### src/rtl/vdma_pkg.sv
// ----------------------------------------------------------------------------
// vdma_pkg
// Shared types and constants for the VRAM DMA register block.
// ----------------------------------------------------------------------------
package vdma_pkg;

  // item action codes
  typedef enum logic [1:0] {
    ACT_REG_WRITE  = 2'd0,
    ACT_STAT_READ  = 2'd1,
    ACT_HBLANK     = 2'd2,
    ACT_LCD_OFF    = 2'd3
  } action_t;

  // register select codes
  localparam logic [2:0] SEL_SRC_HI = 3'd0;
  localparam logic [2:0] SEL_SRC_LO = 3'd1;
  localparam logic [2:0] SEL_DST_HI = 3'd2;
  localparam logic [2:0] SEL_DST_LO = 3'd3;
  localparam logic [2:0] SEL_CTRL   = 3'd4;

  localparam logic [7:0]  STATUS_IDLE = 8'hFF;
  localparam logic [7:0]  READ_IDLE   = 8'hFF;
  localparam logic [15:0] BLOCK_BYTES = 16'h0010;

  // one input item
  typedef struct packed {
    action_t    action;
    logic [2:0] reg_select;
    logic [7:0] write_data;
    logic       lcd_enabled;
    logic       in_hblank;
  } item_t;

  // one result item
  typedef struct packed {
    logic [7:0]  read_data;
    logic        copy_valid;
    logic [15:0] copy_source;
    logic [12:0] copy_dest;
    logic [7:0]  copy_blocks;
    logic        transfer_active;
  } result_t;

endpackage

### src/rtl/vdma_core.sv
// ----------------------------------------------------------------------------
// vdma_core
// DMA register file and transfer state, with the single-pass update logic
// that turns one item into one result.
// ----------------------------------------------------------------------------
module vdma_core (
  input  logic              clk,
  input  logic              rst_n,
  input  logic              fire,
  input  logic              color_mode,
  input  vdma_pkg::item_t   item,
  output vdma_pkg::result_t result
);
  import vdma_pkg::*;

  logic [7:0]  src_hi_r, src_hi_nxt;
  logic [7:0]  src_lo_r, src_lo_nxt;
  logic [7:0]  dst_hi_r, dst_hi_nxt;
  logic [7:0]  dst_lo_r, dst_lo_nxt;
  logic [7:0]  status_r, status_nxt;
  logic [15:0] cur_src_r, cur_src_nxt;
  logic [15:0] cur_dst_r, cur_dst_nxt;
  logic [7:0]  blk_left_r, blk_left_nxt;
  logic        mode_r, mode_nxt;
  logic        latch_r, latch_nxt;

  logic [15:0] src_base, dst_base;
  logic [7:0]  ctrl_blocks;
  logic [15:0] blk_bytes;
  logic [15:0] end_src, end_dst;
  logic        arm_sel;
  logic [15:0] mb_src, mb_dst, mb_src_inc, mb_dst_inc;
  logic [7:0]  mb_bl, mb_bl_dec, mb_bl_dec2;
  logic        do_move;

  // address bases from the registers, block count from the written control value
  assign src_base    = {src_hi_r, src_lo_r[7:4], 4'b0000};
  assign dst_base    = {3'b000, dst_hi_r[4:0], dst_lo_r[7:4], 4'b0000};
  assign ctrl_blocks = {1'b0, item.write_data[6:0]} + 8'd1;
  assign blk_bytes   = {4'b0000, ctrl_blocks, 4'b0000};
  assign end_src     = src_base + blk_bytes;
  assign end_dst     = dst_base + blk_bytes;

  // block move operands: fresh ones when arming, else the running transfer
  assign mb_src     = arm_sel ? src_base : cur_src_r;
  assign mb_dst     = arm_sel ? dst_base : cur_dst_r;
  assign mb_bl      = arm_sel ? ctrl_blocks : blk_left_r;
  assign mb_src_inc = mb_src + BLOCK_BYTES;
  assign mb_dst_inc = mb_dst + BLOCK_BYTES;
  assign mb_bl_dec  = mb_bl - 8'd1;
  assign mb_bl_dec2 = mb_bl - 8'd2;

  // next state and result
  always_comb begin
    src_hi_nxt   = src_hi_r;
    src_lo_nxt   = src_lo_r;
    dst_hi_nxt   = dst_hi_r;
    dst_lo_nxt   = dst_lo_r;
    status_nxt   = status_r;
    cur_src_nxt  = cur_src_r;
    cur_dst_nxt  = cur_dst_r;
    blk_left_nxt = blk_left_r;
    mode_nxt     = mode_r;
    latch_nxt    = latch_r;
    arm_sel      = 1'b0;
    do_move      = 1'b0;
    result       = '0;
    result.read_data = READ_IDLE;

    case (item.action)
      ACT_REG_WRITE: begin
        if (color_mode) begin
          case (item.reg_select)
            SEL_SRC_HI: src_hi_nxt = item.write_data;
            SEL_SRC_LO: src_lo_nxt = item.write_data;
            SEL_DST_HI: dst_hi_nxt = item.write_data;
            SEL_DST_LO: dst_lo_nxt = item.write_data;
            SEL_CTRL: begin
              if (item.write_data[7]) begin
                // arm hblank transfer, maybe move the first block now
                arm_sel      = 1'b1;
                cur_src_nxt  = src_base;
                cur_dst_nxt  = dst_base;
                blk_left_nxt = ctrl_blocks;
                mode_nxt     = 1'b1;
                status_nxt   = {1'b0, item.write_data[6:0]};
                if (!item.lcd_enabled) begin
                  do_move = 1'b1;
                end else if (item.in_hblank && !latch_r) begin
                  do_move   = 1'b1;
                  latch_nxt = 1'b1;
                end
              end else if (mode_r) begin
                // pause the armed transfer
                mode_nxt     = 1'b0;
                blk_left_nxt = ctrl_blocks;
                status_nxt   = {1'b1, item.write_data[6:0]};
              end else begin
                // general copy of all blocks
                result.copy_valid  = 1'b1;
                result.copy_source = src_base;
                result.copy_dest   = dst_base[12:0];
                result.copy_blocks = ctrl_blocks;
                src_hi_nxt = end_src[15:8];
                src_lo_nxt = {end_src[7:4], 4'b0000};
                dst_hi_nxt = end_dst[15:8];
                dst_lo_nxt = {end_dst[7:4], 4'b0000};
                status_nxt = STATUS_IDLE;
              end
            end
            default: ;
          endcase
        end
      end
      ACT_STAT_READ: begin
        result.read_data = color_mode ? status_r : READ_IDLE;
      end
      ACT_HBLANK: begin
        latch_nxt = 1'b0;
        if (mode_r) begin
          do_move   = 1'b1;
          latch_nxt = 1'b1;
        end
      end
      ACT_LCD_OFF: begin
        if (mode_r) do_move = 1'b1;
      end
      default: ;
    endcase

    // one 16-byte block
    if (do_move) begin
      result.copy_valid  = 1'b1;
      result.copy_source = mb_src;
      result.copy_dest   = mb_dst[12:0];
      result.copy_blocks = 8'd1;
      cur_src_nxt  = mb_src_inc;
      cur_dst_nxt  = mb_dst_inc;
      src_hi_nxt   = mb_src_inc[15:8];
      src_lo_nxt   = {mb_src_inc[7:4], 4'b0000};
      dst_hi_nxt   = mb_dst_inc[15:8];
      dst_lo_nxt   = {mb_dst_inc[7:4], 4'b0000};
      blk_left_nxt = mb_bl_dec;
      if (mb_bl_dec == 8'd0) begin
        mode_nxt   = 1'b0;
        status_nxt = STATUS_IDLE;
      end else begin
        status_nxt = {1'b0, mb_bl_dec2[6:0]};
      end
    end

    result.transfer_active = mode_nxt;
  end

  // state registers, updated once per item, when fire is high
  always_ff @(posedge clk) begin
    if (!rst_n) begin
      src_hi_r   <= '0;
      src_lo_r   <= '0;
      dst_hi_r   <= '0;
      dst_lo_r   <= '0;
      status_r   <= STATUS_IDLE;
      cur_src_r  <= '0;
      cur_dst_r  <= '0;
      blk_left_r <= '0;
      mode_r     <= 1'b0;
      latch_r    <= 1'b0;
    end else if (fire) begin
      src_hi_r   <= src_hi_nxt;
      src_lo_r   <= src_lo_nxt;
      dst_hi_r   <= dst_hi_nxt;
      dst_lo_r   <= dst_lo_nxt;
      status_r   <= status_nxt;
      cur_src_r  <= cur_src_nxt;
      cur_dst_r  <= cur_dst_nxt;
      blk_left_r <= blk_left_nxt;
      mode_r     <= mode_nxt;
      latch_r    <= latch_nxt;
    end
  end

endmodule

### src/rtl/vram_dma_controller.sv
// ----------------------------------------------------------------------------
// vram_dma_controller
// VRAM DMA register block: register writes, status reads and video events
// in, one result per item out, with copy commands for the copy engine.
// ----------------------------------------------------------------------------
//  channel  | direction | handshake           | payload
//  in_      | input     | in_valid/in_ready   | action, reg_select, write_data,
//           |           |                     | lcd_enabled, in_hblank
//  out_     | output    | out_valid/out_ready | read_data, copy_*, transfer_active
//  cfg_     | input     | cfg_we              | color_mode
//
// One item per cycle sustained while out_ready stays high; an item taken on in_
// passes the input register, then the result register with the state update,
// before out_valid rises for it.
// Reset (rst_n low, synchronous) empties both registers and restores the
// DMA registers; color_mode returns to 1.
// A stalled out_ already holding a result lets one more item into the input
// register; in_ready drops only when both are full.
// ----------------------------------------------------------------------------
module vram_dma_controller (
  input  logic        clk,
  input  logic        rst_n,
  input  logic        in_valid,
  output logic        in_ready,
  input  logic [1:0]  in_action,
  input  logic [2:0]  in_reg_select,
  input  logic [7:0]  in_write_data,
  input  logic        in_lcd_enabled,
  input  logic        in_in_hblank,
  output logic        out_valid,
  input  logic        out_ready,
  output logic [7:0]  out_read_data,
  output logic        out_copy_valid,
  output logic [15:0] out_copy_source,
  output logic [12:0] out_copy_dest,
  output logic [7:0]  out_copy_blocks,
  output logic        out_transfer_active,
  input  logic        cfg_we,
  input  logic        cfg_color_mode
);
  import vdma_pkg::*;

  logic    color_mode_r;
  logic    s1_vld_r;
  item_t   s1_item_r;
  logic    s1_go;
  logic    out_vld_r;
  result_t out_res_r;
  result_t core_res;

  assign s1_go    = s1_vld_r && (!out_vld_r || out_ready);
  assign in_ready = !s1_vld_r || s1_go;

  // configuration register
  always_ff @(posedge clk) begin
    if (!rst_n) begin
      color_mode_r <= 1'b1;
    end else if (cfg_we) begin
      color_mode_r <= cfg_color_mode;
    end
  end

  // input register
  always_ff @(posedge clk) begin
    if (!rst_n) begin
      s1_vld_r <= 1'b0;
    end else if (in_ready) begin
      s1_vld_r <= in_valid;
    end
  end

  always_ff @(posedge clk) begin
    if (in_valid && in_ready) begin
      s1_item_r.action      <= action_t'(in_action);
      s1_item_r.reg_select  <= in_reg_select;
      s1_item_r.write_data  <= in_write_data;
      s1_item_r.lcd_enabled <= in_lcd_enabled;
      s1_item_r.in_hblank   <= in_in_hblank;
    end
  end

  // register block and update logic
  vdma_core u_core (
    .clk        (clk),
    .rst_n      (rst_n),
    .fire       (s1_go),
    .color_mode (color_mode_r),
    .item       (s1_item_r),
    .result     (core_res)
  );

  // result register
  always_ff @(posedge clk) begin
    if (!rst_n) begin
      out_vld_r <= 1'b0;
    end else if (s1_go) begin
      out_vld_r <= 1'b1;
    end else if (out_ready) begin
      out_vld_r <= 1'b0;
    end
  end

  always_ff @(posedge clk) begin
    if (s1_go) out_res_r <= core_res;
  end

  assign out_valid           = out_vld_r;
  assign out_read_data       = out_res_r.read_data;
  assign out_copy_valid      = out_res_r.copy_valid;
  assign out_copy_source     = out_res_r.copy_source;
  assign out_copy_dest       = out_res_r.copy_dest;
  assign out_copy_blocks     = out_res_r.copy_blocks;
  assign out_transfer_active = out_res_r.transfer_active;

endmodule
### config.mk
export PLATFORM = sky130hd
export DESIGN_NAME = vram_dma_controller
export DESIGN_NICKNAME = d
export VERILOG_FILES = /design/src/rtl/vdma_pkg.sv /design/src/rtl/vdma_core.sv /design/src/rtl/vram_dma_controller.sv
export SDC_FILE = /design/constraint.sdc
export NUM_CORES = 1
export LEC_CHECK = 0
export BUFFER_PORTS_ARGS = -buffer_cell sky130_fd_sc_hd__buf_2
export CORE_UTILIZATION = 40
export CTS_CLUSTER_DIAMETER = 40
export DETAILED_ROUTE_END_ITERATION = 16
export PLACE_DENSITY = 0.6
export SLEW_MARGIN = 10
export SYNTH_ARGS = -nofsm -noshare
export SYNTH_HDL_FRONTEND = slang
export SYNTH_SLANG_ARGS = --single-unit
### constraint.sdc
create_clock -name clk -period 6.87 [get_ports clk]
set_input_delay 1.374 -clock clk [delete_from_list [all_inputs] [get_ports clk]]
set_output_delay 1.374 -clock clk [all_outputs]
set_load 0.02 [all_outputs]
==> results of run 1 <==
==> sequential cells by signal (all words and copies together), names as in the netlist, 4 cells and up <==
register and cells:
s1_item_r 15, u_core.src_hi_r 8, u_core.src_lo_r 4, u_core.cur_dst_r 13, u_core.blk_left_r 8, out_read_data 8, u_core.status_r 8, u_core.cur_src_r 16
out_copy_source 16, u_core.dst_hi_r 5, u_core.dst_lo_r 4, out_copy_dest 13, out_copy_blocks 8
==> worst reg2reg max path: stages (launching register included) <==
cell and delay (ns):
edfxtp_1 0.63, nor3b_2 0.10, buf_4 0.23, nand3_2 0.11, buf_4 0.41, nor2_1 0.09, a21oi_1 0.45, ha_1 0.38
nand2_1 0.08, mux2_2 0.30, o31a_1 0.31, a211oi_1 0.23, o22ai_1 0.19, nor4_2 0.51, a21oi_1 0.09, a31o_2 0.23
==> stage by stage <==
| stage | cell area, sq um | worst slack, ns | hold WS [ns] | total power (W) |
|---|---|---|---|---|
| CTS | 9030 | 2.46 | 0.458 | 0.00202 |
| finish | 9030 | 2.43 | 0.452 | 0.00201 |
| detailed placement | 8400 | 2.26 | 0.440 | 0.00104 |
| global route | 9030 | 2.17 | 0.481 | 0.00207 |
| floorplan | 7850 | 2.79 | 0.421 | 0.000982 |
| global placement | 8400 | 2.30 | 0.437 | 0.00104 |
==> power breakdown <==
| part | total [W] | internal [W] | switching, W |
|---|---|---|---|
| Sequential | 0.000866 | 0.000847 | 0.0000195 |
| Clock | 0.000991 | 0.000589 | 0.000402 |
| Combinational | 0.000157 | 0.0000496 | 0.000108 |
==> synth_stat cells, drive strengths merged (15+ instances only) <==
library cell  count  share of area [%]
a211oi           15                1.4
a21boi           16                1.5
a21oi            67                4.3
and2             15                1.2
and3             15                1.2
buf              18                1.2
clkbuf           36                1.7
dfxtp            71                 18
edfxtp           62                 24
ha               21                3.3
inv              31                1.5
mux2i            23                2.9
nand2            89                4.3
nand3            38                2.5
nor2             63                3.0
nor3             24                1.7
o21ai            59                3.8
xnor2            23                2.7
xor2             15                1.7
==> logic make-up (layout without fill, tap and decap cells) <==
logic type | Yosys count | after routing | share of synthesized area, %
and+or+nand+nor | 305 | 305 | 19.2
muxes | 26 | 26 | 3.36
adders and majority gates | 23 | 23 | 3.86
DFF | 133 | 133 | 41.8
buffers and inverters | 85 | 143 | 4.37
xor gates and xnor gates | 38 | 38 | 4.33
AOI/OAI and AO/OA | 269 | 269 | 23.0
==> area by class of cell <==
cell class                      count  area (sq um)
Timing Repair Buffer               80           428
Inverter                           31           116
Multi-Input combinational cell    661          4250
Fill cell                        1828          9930
Tap cell                          260           325
Sequential cell                   133          3280
Clock inverter                     15           204
Clock buffer                       17           425
==> routing by layer <==
layer | up-vias | routed length [um] | GRT usage, %
li1 | 3322 | - | -
met1 | 3309 | 10900 | 33.4
met2 | 256 | 10100 | 35.8
met3 | 33 | 1380 | 4.31
met4 | 0 | 416 | 8.15
met5 | - | 0 | 0
==> worst max-delay path by stage <==
stage                           to  slack, ns
6_report             u_core.mode_r       2.43
3_5_place_dp   u_core.cur_src_r[2]       2.26
5_1_grt              u_core.mode_r       2.17
4_1_cts              u_core.mode_r       2.46
2_1_floorplan  u_core.cur_src_r[9]       2.79
3_3_place_gp   u_core.cur_src_r[2]       2.30
==> flow_summary.json, run 1 <==
{
  "critPathKind": "flop to flop",
  "num_rows": 50,
  "hold_viol": 0,
  "cts_tree": "done",
  "critPathMaxFanout": 35,
  "gp_congestion": 0.915,
  "fin_crit_sh_pct": 64.6,
  "fin_util_pct": 47.6,
  "worstHoldPathType": "flop to flop",
  "period_minus_slack_ns": 4.44,
  "path_cells": "nor3b_2 > buf_4 > nand3_2 > buf_4 > nor2_1 > a21oi_1 > ha_1 > nand2_1 > mux2_2 > o31a_1 > a211oi_1 > o22ai_1 > nor4_2 > a21oi_1 > a31o_2",
  "whs_endpoint": "u_core.cur_src_r[3]",
  "r2r.worst_path.cells": 15,
  "port_buffers": 69,
  "cts_max_level": 4,
  "rr_endpoint": "u_core.mode_r",
  "critPathRequiredTime_ns": 7.19,
  "final_cell_mix": "89 x nand2_1, 71 x dfxtp_1, 69 x buf_2",
  "first_pass_iters": 5,
  "die_y_um": 142,
  "hold_buffers": 0,
  "grt_pass1_wl_um": 36200,
  "crit_family": "compound AO/OA/AOI/OAI gates",
  "path_buf_inv": 2,
  "insertion_delay_ns": 0.43,
  "slowest_delay_ns": 0.63,
  "drtAntennaViolNets": 0,
  "rrSetupSlack_ns": 2.43,
  "cts.path.max_buffers": 2,
  "cp-end-kind": "flop",
  "grt_pass1_vias": 6370,
  "synth_top_flop_cell": "dfxtp_1",
  "cts-resized-gates": 0,
  "max_freq_ghz": 0.225,
  "status": "finished clean",
  "grt_max_degree": 71,
  "die_x_um": 142,
  "clkSinkCount": 133,
  "slew_headroom_pct": 32.0,
  "critical_path_arrival_ns": 4.76,
  "setup_tns_ns": 0,
  "final_common_cell": "nand2_1",
  "irDropWorstVdd_v": 0.000167,
  "critPathSlowestCell": "edfxtp_1",
  "rsz0062_at_grt": "false",
  "tightestPinTransition_ns": 1.02,
  "fin_nets": 968,
  "diodes": 0,
  "dieArea_sq_um": 20200,
  "clock_tree.root_cell": "clkbuf_16",
  "drt_wl_total_um": 22800,
  "fin_cells": 1197,
  "p_leak_nw": 3.44,
  "vias": 6920,
  "r2r-start": "s1_item_r[14]",
  "syn_avg_cell_area_sq_um": 8.93,
  "syn_inst": 879,
  "setup_viol": 0,
  "synthArstFlopShare_pct": 0,
  "drc": 0,
  "yosys_warnings": 0,
  "start_util_pct": 41.4,
  "synth_edf_count": 62,
  "powerDensity_nw_per_um2": 223,
  "grtUsageTotal_pct": 23.6,
  "wl_per_cell_um": 19.1,
  "syn_area_sq_um": 7850,
  "cp.depth": 15,
  "clock_skew_ns": 0.0100,
  "numCtsBuffers": 17,
  "drv_slew": 0,
  "drv_cap": 0,
  "drive_above_1_share_pct": 15.4,
  "ys_seq_elements": 133,
  "drt_iter0_markers": 674,
  "post_cts_buffers": 0,
  "dp_cells": 1165,
  "syn_nets": 923,
  "worstSetupStartpointType": "flop",
  "antenna_found_initial": 0,
  "num_io_pins": 70,
  "area_growth_pct": 15.0,
  "grt_remaining_overflow": 0,
  "avgViaCountPerCell": 5.78,
  "ys_seq_area_share_pct": 41.8,
  "whs_path_depth": 1,
  "cp-startpoint": "s1_item_r[14]",
  "dp_hpwl_um": 15300,
  "hp-start": "u_core.cur_src_r[3]",
  "core_area_sq_um": 19000,
  "clk_pin_slew_ns": 0.06,
  "synth.distinct_cells": 73
}
Note: power is estimated with default switching activity, not from simulation.
==> run 2, diff against run 1 <==
Settings changed: ABC_AREA from default to 1, PLACE_DENSITY 0.6 to 0.63.
Clock period 6.87 ns to 3.96 ns, I/O delays scaled along.
==> run 2 against run 1 <==
Net effect: clock power is 68% higher; non-clock buffer count rose by 2; routed wire length is 14% lower; final cell count grew 8.6%; synthesized cell count rose by 14%; sequential share of layout area is 1.4 points higher; global-route usage fell by 2.3 points; combinational power rose by 92%; largest cell class unchanged.
==> flow_summary.json, run 2 <==
{
  "synth_top_area_share_pct": 24.6,
  "drive_above_1_share_pct": 15.1,
  "diodes": 0,
  "rsz0062_at_grt": "false",
  "yosysMostFrequentCell": "nand2_1",
  "clock_skew_ns": 0.00800,
  "path_buf_inv": 1,
  "setup_viol": 0,
  "grt_remaining_overflow": 0,
  "grt_max_degree": 60,
  "slew_headroom_pct": 45.7,
  "clk_pin_slew_ns": 0.06,
  "synth_top_flop_cell": "dfxtp_1",
  "drv_cap": 0,
  "start_util_pct": 41.4,
  "cts-resized-gates": 0,
  "cts_max_level": 4,
  "die_x_um": 140,
  "dpl_cell_area_sq_um": 8080,
  "antenna_found_initial": 0,
  "hold_buffers": 0,
  "synth.distinct_cells": 47,
  "hold_viol": 0,
  "syn_nets": 1042,
  "worstSetupStartpointType": "flop",
  "yosys.area.top_type": "edfxtp_1",
  "vias": 6786,
  "syn_area_sq_um": 7560,
  "rrSetupSlack_ns": 0.96,
  "syn_avg_cell_area_sq_um": 7.58,
  "dieArea_sq_um": 19500,
  "drt_iter0_markers": 550,
  "die_y_um": 140,
  "clock_tree.root_cell": "clkbuf_16",
  "drv_slew": 0,
  "ys_seq_area_share_pct": 43.4,
  "post-place-ws_ns": 0.863,
  "ys_top_cells_by_count": "217 x nand2_1, 133 x inv_1, 104 x o21ai_0",
  "yosys-top-cells-area": "edfxtp_1 25%, dfxtp_1 19%, nand2_1 11%",
  "setup_ws_ns": 0.963,
  "synth_edf_count": 62,
  "drc": 0,
  "crit_family": "simple AND/OR/NAND/NOR gates",
  "critPathKind": "flop to flop",
  "path_cells": "nor2_4 > nand3_4 > nor2_8 > nand2_1 > nand2_2 > ha_1 > nand3_1 > nor2_1 > nand2_1 > nand2_1 > nand2_1 > nor2_2 > nand4_1 > nand2_1 > inv_1",
  "critPathRequiredTime_ns": 4.14,
  "final_cell_mix": "217 x nand2_1, 132 x inv_1, 104 x o21ai_0",
  "cp-end-kind": "flop",
  "grtUsageTotal_pct": 21.2,
  "worstHoldPathType": "flop to flop",
  "powerDensity_nw_per_um2": 398,
  "wl_per_cell_um": 15.2,
  "drt_wl_total_um": 19700,
  "num_rows": 49,
  "period_minus_slack_ns": 3.00,
  "critical_path_arrival_ns": 3.18,
  "fin_util_pct": 47.6,
  "insertion_delay_ns": 0.43,
  "ys_seq_elements": 133,
  "num_io_pins": 70,
  "yosys_warnings": 0,
  "fin_crit_sh_pct": 75.7,
  "synthArstFlopShare_pct": 0,
  "grt_pass1_vias": 6276,
  "avgViaCountPerCell": 5.22,
  "max_freq_ghz": 0.334,
  "core_area_sq_um": 18300,
  "clkSinkCount": 133,
  "setup_tns_ns": 0,
  "grt_pass1_wl_um": 32200,
  "total_power_w": 0.00346,
  "status": "finished clean",
  "cp_common_cell": "nand2_1",
  "cts_tree": "done",
  "gp_congestion": 0.931,
  "syn_inst": 998,
  "slowest_delay_ns": 0.46,
  "fin_nets": 1102,
  "first_pass_iters": 5,
  "numCtsBuffers": 17,
  "critPathMaxFanout": 28,
  "critPathSlowestCell": "edfxtp_1",
  "cts.path.max_buffers": 2,
  "p_leak_nw": 3.83,
  "tightestPinTransition_ns": 0.808,
  "drtAntennaViolNets": 0,
  "post_cts_buffers": 0,
  "area_growth_pct": 15.1,
  "finish.instance_area_sq_um": 8700,
  "port_buffers": 69,
  "dp_hpwl_um": 14000,
  "final_common_cell": "nand2_1",
  "irDropWorstVdd_v": 0.000316
}
## run 2: area by class of cell
type                       count  area [sq um]
fill                        1849          9570
tap                          229           287
sequential                   133          3280
clock buffer                  21           470
multi-input combinational    690          3570
inverter                     134           503
clock inverter                11           149
timing repair buffer          82           443
## run 2: worst reg2reg max path: stages, from the launching register on
cell,delay (ns)
edfxtp_1,0.46
nor2_4,0.18
nand3_4,0.15
nor2_8,0.39
nand2_1,0.12
nand2_2,0.17
ha_1,0.21
nand3_1,0.13
nor2_1,0.23
nand2_1,0.08
nand2_1,0.06
nand2_1,0.10
nor2_2,0.16
nand4_1,0.13
nand2_1,0.13
inv_1,0.04
## run 2: per-stage QoR
stage          instances  hold WS [ns]
3_3_place_gp        1268         0.437
2_1_floorplan        998         0.429
6_report            1300         0.454
3_5_place_dp        1268         0.443
5_1_grt             1300         0.461
4_1_cts             1300         0.453
## run 2: logic make-up (layout without fill, tap and decap cells)
group | Yosys count | count (layout) | share of synthesized area (%)
simple gates | 414 | 414 | 24.3
flops | 133 | 133 | 43.4
buf+inv | 175 | 248 | 9.56
xor+xnor | 5 | 5 | 0.579
compound gates | 248 | 248 | 18.2
fa+ha+maj | 23 | 23 | 4.00
## run 2: final timing paths
check,startpoint,to,depth (start not counted)
worst max-delay path,s1_item_r[11],out_transfer_active,15
worst min-delay path,u_core.cur_src_r[2],u_core.cur_src_r[2],2
worst max register to register,s1_item_r[11],out_transfer_active,15
worst min register to register,u_core.cur_src_r[2],u_core.cur_src_r[2],2
## run 2: power breakdown
part	internal [W]	switching (W)
clock network	0.00104	0.000616
logic	0.0000865	0.000215
registers	0.00148	0.0000245
## run 2: metal layers
layer	global-route usage (%)	wire, um	vias up
met2	33.1	8910	220
li1	-	-	3468
met3	3.82	1030	22
met4	7.89	342	0
met1	29.2	9450	3076
met5	0	0	-
==> run 3, diff against run 2 <==
Clock period 3.96 ns to 2.6 ns, I/O delays scaled along.
==> run 3 against run 2 <==
Net effect: global-route usage grew 0.78 points; first-iteration DRC count decreased by 17%; utilization grew 4.9 points; maximum frequency increased by 18%; clock power up 66%; critical endpoint is now u_core.src_hi_r[1]; highest routed layer unchanged.
==> flow_summary.json, run 3 (synthesized netlist as in run 2, its figures left out) <==
{
  "grt_pass1_vias": 6552,
  "switching_power_w": 0.00137,
  "antenna_found_initial": 0,
  "clk_pin_slew_ns": 0.06,
  "regArea_sq_um": 3280,
  "grt_max_degree": 48,
  "setup_viol": 0,
  "hold_viol": 0,
  "port_buffers": 69,
  "gp_congestion": 0.908,
  "cts_max_level": 4,
  "core_area_sq_um": 18300,
  "worstHoldPathType": "input pin to flop",
  "setup_tns_ns": 0,
  "setup_ws_ns": 0.0703,
  "p_comb_share_pct": 10.0,
  "clock_skew_ns": 0.0159,
  "max_freq_ghz": 0.395,
  "irDropWorstVdd_v": 0.000459,
  "r2r-start": "s1_item_r[3]",
  "area_growth_pct": 26.8,
  "total_power_w": 0.00560,
  "grt_remaining_overflow": 0,
  "fin_crit_sh_pct": 97.3,
  "diodes": 0,
  "wl_per_cell_um": 15.3,
  "drt_iter0_markers": 456,
  "tightestPinTransition_ns": 0.550,
  "drive_above_1_share_pct": 24.3,
  "final_common_cell": "nand2_1",
  "num_io_pins": 70,
  "grt_pass1_wl_um": 33400,
  "cp-end-kind": "flop",
  "dp_hpwl_um": 14700,
  "rr_endpoint": "u_core.src_hi_r[1]",
  "drc": 0,
  "start_util_pct": 41.4,
  "period_minus_slack_ns": 2.53,
  "final_cell_mix": "210 x nand2_1, 126 x inv_1, 94 x o21ai_0",
  "grtUsageTotal_pct": 22.0,
  "r2r.worst_path.cells": 16,
  "fin_util_pct": 52.5,
  "post-place-ws_ns": -0.00926,
  "drv_slew": 0,
  "critical_path_arrival_ns": 2.84,
  "cp-startpoint": "s1_item_r[3]",
  "clkSinkCount": 133,
  "slew_headroom_pct": 63.3,
  "insertion_delay_ns": 0.43,
  "worstSetupStartpointType": "flop",
  "critPathKind": "flop to flop",
  "switching_share_pct": 24.5,
  "cts_tree": "done",
  "drt_wl_total_um": 20800,
  "numCtsBuffers": 17,
  "first_pass_iters": 5,
  "die_y_um": 140,
  "vias": 7110,
  "p_seq_share_pct": 40.8,
  "critPathRequiredTime_ns": 2.91,
  "num_rows": 49,
  "powerDensity_nw_per_um2": 584,
  "power_frac_clock_pct": 49.1,
  "nFillCells": 1746,
  "critPathMaxFanout": 4,
  "multiInputGateArea_sq_um": 3840,
  "die_x_um": 140,
  "endpoint": "u_core.src_hi_r[1]",
  "p_leak_nw": 4.20,
  "rsz0062_at_grt": "true",
  "rrSetupSlack_ns": 0.07,
  "drv_cap": 0,
  "status": "finished clean",
  "dieArea_sq_um": 19500,
  "p_int_w": 0.00423,
  "fin_nets": 1163,
  "cts.path.max_buffers": 2,
  "drtAntennaViolNets": 0,
  "clock_tree.root_cell": "clkbuf_16",
  "holdWs_ns": 0.261,
  "avgViaCountPerCell": 5.22
}
[run 3: cell types whose count changed in the layout (fill, tap and decap cells not counted), moves of 6 or more]
cell,delta
buf_4,+49
ha_1,-13
nor2_1,-10
o21ai_0,-10
ha_4,+9
buf_12,+8
nand2_1,-7
inv_1,-6
inv_2,+6
nand2_2,+6
nor2_2,+6
o21ai_1,+6
[run 3: worst max-delay path, cell delays in order, from the launching register on]
cell      delay (ns)
edfxtp_1        0.40
ha_2            0.22
nand2_2         0.08
inv_2           0.05
nor2_2          0.13
buf_6           0.13
ha_1            0.25
buf_4           0.16
nand2_1         0.10
nor2_2          0.06
a21oi_1         0.19
inv_1           0.08
or2_2           0.27
nand3_1         0.07
a21oi_1         0.06
nor2_1          0.10
a21oi_1         0.07
[run 3: stage by stage]
step / area, sq um / cells
finish: 9590 / 1361
global route: 9590 / 1361
CTS: 9200 / 1347
detailed placement: 8520 / 1314
global placement: 8520 / 1314
floorplan: 7560 / 998
[run 3: cell type report]
type | count | area share (%)
Sequential cell | 133 | 34.2
Inverter | 134 | 5.24
Multi-Input combinational cell | 691 | 40.0
Clock buffer | 19 | 4.73
Tap cell | 229 | 2.99
Timing Repair Buffer | 142 | 10.5
Clock inverter | 13 | 2.27
[run 3: worst min path at each step]
stage / start / cells past startpoint / end
final: in_lcd_enabled / 1 / s1_item_r[1]
after floorplan: u_core.cur_dst_r[0] / 2 / u_core.cur_dst_r[0]
after CTS: in_lcd_enabled / 1 / s1_item_r[1]
after global routing: in_in_hblank / 1 / s1_item_r[0]
after detailed placement: u_core.cur_src_r[1] / 2 / u_core.cur_src_r[1]
after global placement: u_core.cur_dst_r[2] / 2 / u_core.cur_dst_r[2]
[run 3: timing repair]
action | 4_1_cts | 5_1_grt
gates cloned | 0 | 1
endpoints found under the setup margin | 3 | 26
setup buffers | 1 | 13
resized for setup | 1 | 75
pin swaps | 1 | 19
hold buffers | 0 | 0
[run 3: power groups by stage]
stage | Combinational [W] | Clock [W] | Sequential (W)
6_report | 0.000562 | 0.00275 | 0.00229
4_1_cts | 0.000520 | 0.00278 | 0.00229
3_3_place_gp | 0.000512 | 0 | 0.00233
2_1_floorplan | 0.000279 | 0 | 0.00237
3_5_place_dp | 0.000515 | 0 | 0.00233
5_1_grt | 0.000617 | 0.00287 | 0.00229
[run 3: routing by layer]
metal	wire length (um)	global-route usage, %	part of all wire [%]	up-vias
met5	0	0	0	-
met4	466	7.95	2.2	0
met3	923	3.61	4.4	28
met2	9640	36.1	46	171
met1	9800	29.2	47	3313
li1	-	-	-	3598
